[src/hw/rtl/psue_ram.sv]
// generic single-port ram with registered read
module psue_ram #(
  parameter int WIDTH = 32,
  parameter int DEPTH = 64
) (
  input  logic                     clk,
  input  logic                     we,
  input  logic [$clog2(DEPTH)-1:0] addr,
  input  logic [WIDTH-1:0]         wdata,
  output logic [WIDTH-1:0]         rdata
);

  logic [WIDTH-1:0] mem [DEPTH];

  always_ff @(posedge clk) begin
    if (we) begin
      mem[addr] <= wdata;
    end
    rdata <= mem[addr];
  end

endmodule

[config.mk]
export PLATFORM = sky130hd
export DESIGN_NAME = psue_ram
export DESIGN_NICKNAME = d
export VERILOG_FILES = /design/src/hw/rtl/psue_ram.sv
export SDC_FILE = /design/constraint.sdc
export NUM_CORES = 2
export LEC_CHECK = 0
export BUFFER_PORTS_ARGS = -buffer_cell sky130_fd_sc_hd__buf_2
export CELL_PAD_IN_SITES_DETAIL_PLACEMENT = 0
export CELL_PAD_IN_SITES_GLOBAL_PLACEMENT = 1
export CORE_MARGIN = 2
export CORE_UTILIZATION = 50
export DETAILED_ROUTE_END_ITERATION = 10
export PLACE_DENSITY_LB_ADDON = 0.1
export SYNTH_ARGS = -nofsm -noshare
export SYNTH_HDL_FRONTEND = slang
export SYNTH_SLANG_ARGS = --single-unit
[constraint.sdc]
create_clock -name clk -period 3.7 [get_ports clk]
set_input_delay 0.37 -clock clk [delete_from_list [all_inputs] [get_ports clk]]
set_output_delay 0.37 -clock clk [all_outputs]
set_load 0.05 [all_outputs]
== Word-level counts from Yosys, hierarchy flattened ==
Memories as Yosys holds them, arrays and structs flattened. A register that Yosys moved wholly into a read port is not among the register bits.
Cells that the tools add are included.
Operators by class
  shifts and indexed selects: 0
  divide/modulo/power cells: 0
  reductions and logical operators: 0
  add/subtract/negate cells: 0
  magnitude comparators: 0
  mux-type cells: 2
  bitwise logic cells: 0
  equal/unequal tests: 0
  multipliers: 0
Operator list (count)
  1-bit 2-to-1 mux: 2
Word-level totals
  word-level logic and storage cells: 3
  latch bits: 0
  memories kept: 1
  register bits after elaboration: 0
  memory bits (read-only): 0
  bits of input ports: 40
  bits in writable memories: 2048
Memories
  mem: depth 64, width 32, rd ports 1, clocked after memory_dff 1, write ports 1, line 13  | logic [WIDTH-1:0] mem [DEPTH];

== Longest topological paths before layout ==
  depth in word-level cells: 2
  gate-level depth with buffers: 13

== Worst setup path before layout ==
OpenSTA, ideal clock, no wires.
  path kind: input-to-reg
  start point: in addr[2]
  end point: mem mem[15][0] (enable)
  required time: 3.279 ns
  path buffers: 6
  arrival: 3.188 ns
  stages: 8
  library setup time: 0.421 ns
  slack: 0.091 ns
  cells stage by stage: buf_2 buf_2 buf_2 buf_2 buf_2 buf_2 nand3_1 nor2_1
RTL lines
  start: declaration: line 8  | input logic [$clog2(DEPTH)-1:0] addr,
  end: declaration: line 13
No word-level cell before the write port.

==> impl_metrics.sql <==
INSERT INTO impl_metrics (metric_group, metric, value, unit) VALUES
('run_status', 'status', 'complete, no violations', ''),
('drt', 'detail_route.wl_per_cell', '32.59', 'um'),
('final_layout', 'final_cell_mix', 'edfxtp_1 (2048), buf_4 (297), mux2i_1 (259)', ''),
('global_route', 'grtUsageMet2', '0.4088', ''),
('placement', 'dp_hpwl', '131.0', 'mm'),
('clock_tree', 'clock_root_cell', 'clkbuf_16', ''),
('logic_synthesis', 'dominant_cell_type_by_area_after_synthesis', 'edfxtp_1', ''),
('global_route', 'grt_busiest_layer', 'met1', ''),
('placement', 'port_buffer_count', '71', ''),
('power_and_ir_drop', 'switching_share', '0.2165', ''),
('global_route', 'grt_pass1_wl', '313.9', 'mm'),
('logic_synthesis', 'synth_sequential_area_ratio', '0.7873', ''),
('clock_tree', 'clock_tree.htree_level_count', '4', ''),
('setup_path', 'worstPathRequired', '4.36', 'ns'),
('clock_tree', 'cts-root-to-sink-buffers', '3', ''),
('drt', 'drt_pass1_iterations', '6', ''),
('die', 'die_height', '401.3', 'um'),
('logic_synthesis', 'synth-async-reset-ratio', '0', ''),
('drt', 'drt.antenna.violating_nets', '0', ''),
('power_and_ir_drop', 'power_frac_comb', '0.058', ''),
('global_route', 'pin_count_of_the_biggest_net_entering_global_routing', '103', ''),
('setup_path', 'timing.critical_path.to_type', 'flip-flop', ''),
('power_and_ir_drop', 'pwr-share-clk', '0.412', ''),
('die', 'pin_count', '72', ''),
('power_and_ir_drop', 'max-vdd-ir-drop', '0.4422', 'mV'),
('final_layout', 'drive_gt1_frac', '0.2171', ''),
('clock_tree', 'clk_pin_slew_worst_paths', '0.06', 'ns'),
('timing', 'setup_total_negative_slack', '0', 'ns'),
('drt', 'routed_via_density', '6.409', ''),
('setup_path', 'path_delay_family', 'compound AO/OA/AOI/OAI gates', ''),
('timing', 'finalClockSkew', '0.01949', 'ns'),
('die', 'fp.coreArea', '156600', 'um^2'),
('die', 'fp.dieArea', '161100', 'um^2'),
('final_layout', 'area_delta_synth_final', '14.98', '%'),
('global_route', 'grt_overflow', '0', ''),
('logic_synthesis', 'ys_warn_count', '0', ''),
('run', 'max_cap_violations', '0', ''),
('timing', 'fin_hold_viols', '0', ''),
('final_layout', 'num-nets-final', '4599', ''),
('setup_path', 'critical_path.max_fanout', '23', ''),
('hold_path', 'hold_crit_path_type', 'in -> reg', ''),
('setup_path', 'path_class', 'in -> reg', ''),
('logic_synthesis', 'synth_nets', '4279', ''),
('drt', 'drcViolationCount', '0', ''),
('clock_tree', 'cts_tree', 'done', ''),
('logic_synthesis', 'synth_area', '78930', 'um^2'),
('timing', 'min_period_over_period', '0.7988', ''),
('global_route', 'globalRouteMet3Util', '0.04656', ''),
('timing', 'min_period', '2.956', 'ns'),
('power_and_ir_drop', 'power-per-cell-area', '544.7', 'nW/um^2'),
('global_route', 'globalRouteTotalUtil', '0.2721', ''),
('power_and_ir_drop', 'seqPwrFrac', '0.530', ''),
('power_and_ir_drop', 'total_switching_power', '0.01070', 'W'),
('timing', 'max_slew_margin', '0.1537', ''),
('setup_path', 'critical_path_cell_by_cell', 'buf_8 > and2_2 > buf_4 > buf_4 > and3_1 > nor4_1 > a31oi_1 > a2111oi_0 > buf_4 > nand3_1', ''),
('power_and_ir_drop', 'intPower', '0.03873', 'W'),
('final_layout', 'layout_commonest_cell', 'edfxtp_1', ''),
('placement', 'gp_congestion', '0.8366', ''),
('logic_synthesis', 'yosys_top_cell_area_share', '0.7792', ''),
('clock_tree', 'clock_sink_count', '2080', ''),
('setup_path', 'critPathMaxStageDelay', '0.87', 'ns'),
('setup_path', 'worst_path_max_delay_cell', 'a2111oi_0', ''),
('setup_path', 'crit_path_frequent_cell', 'buf_4', ''),
('logic_synthesis', 'ffs_latches_synth', '2080', ''),
('die', 'floorplan.die.width', '401.3', 'um'),
('logic_synthesis', 'netlist-cell-type-count', '56', ''),
('global_route', 'globalRouteMet1Util', '0.4207', ''),
('final_layout', 'layout.area.seq', '62140', 'um^2'),
('final_layout', 'multiInputGateArea', '16050', 'um^2'),
('timing', 'grt_setup_unrepaired', 'no', ''),
('setup_path', 'critPathLaunchType', 'input port', '');
==> worst register-to-register path, delay by kind of cell (launching register included) <==
kind             cells  cell delay [ns]
DFF                  1             0.38
and+or+nand+nor      3             1.46
muxes                2             0.75
==> flip-flops by register name, indices dropped and copies added (netlist names) <==
name,count
mem,2048
rdata,32
==> synth_stat cells (all sizes together) (16+ instances only) <==
library cell / instances
a21oi: 121
clkbuf: 169
a211oi: 17
o22ai: 93
nand3: 54
mux2: 147
a22oi: 188
nor2: 145
a221oi: 175
a222oi: 16
o21ai: 85
dfxtp: 32
nand2: 28
nand2b: 18
and3: 85
a22o: 66
mux4: 96
mux2i: 259
o22a: 70
nor3: 22
a31oi: 43
edfxtp: 2048
buf: 129
==> through the flow <==
stage	cells	util	setup WS (ns)	instance area, um^2	total power, W
detailed placement	6407	0.5377	0.002536	84190	0.02957
finish	6787	0.5796	0.7443	90750	0.04943
floorplan	4239	-	0.09126	78930	0.02808
global placement	6407	0.5377	0.05253	84190	0.02954
global route	6780	0.5795	0.8389	90730	0.05079
CTS	6779	0.5795	0.8612	90730	0.04976
==> kinds of logic (layout without fill, tap and decap cells) <==
logic type / count (synthesis) / count (layout) / share of synthesized area
AOI/OAI and AO/OA: 933 / 933 / 0.08662
and+or+nand+nor: 424 / 424 / 0.02806
muxes: 502 / 502 / 0.08121
DFF: 2080 / 2080 / 0.7873
other: 0 / 8 / 0
buffers and inverters: 300 / 782 / 0.01682
==> power groups by stage <==
stage               logic, W  registers, W  clock network [W]
global placement     0.00282        0.0267                  0
global route         0.00301        0.0262             0.0216
finish               0.00286        0.0262             0.0204
floorplan            0.00125        0.0268                  0
CTS                  0.00286        0.0262             0.0207
detailed placement   0.00285        0.0267                  0
==> repair_timing <==
item	in CTS	in global routing
resized for setup	0	0
hold buffers	1	0
setup buffers	0	0
endpoints found under the hold margin	18	0
==> final cells by class <==
type	instances	share of cell area
sequential	2080	0.6847
multi-input combinational	1859	0.1768
clock buffer	290	0.06357
timing repair buffer	409	0.03775
tap	2058	0.02837
clock inverter	81	0.008383
antenna	8	0.0002206
inverter	2	0.0001654
==> metal layers <==
layer	share of wire	routed length [um]	vias up
met2	0.45	100600	1836
met1	0.45	98630	23080
met5	0.00019	41	-
met3	0.082	18060	291
met4	0.018	3893	6
li1	-	-	18280
==> worst paths after layout <==
kind                            cells after the start        from  slack, ns          end
worst max-delay path                               10     addr[1]       0.74    rdata[22]
worst min register to register                      3  mem[32][5]       0.62     rdata[5]
worst min-delay path                                1   wdata[13]       0.09  mem[30][13]
worst max register to register                      5  mem[23][9]       0.95     rdata[9]
Note: power is estimated with default switching activity, not from simulation.
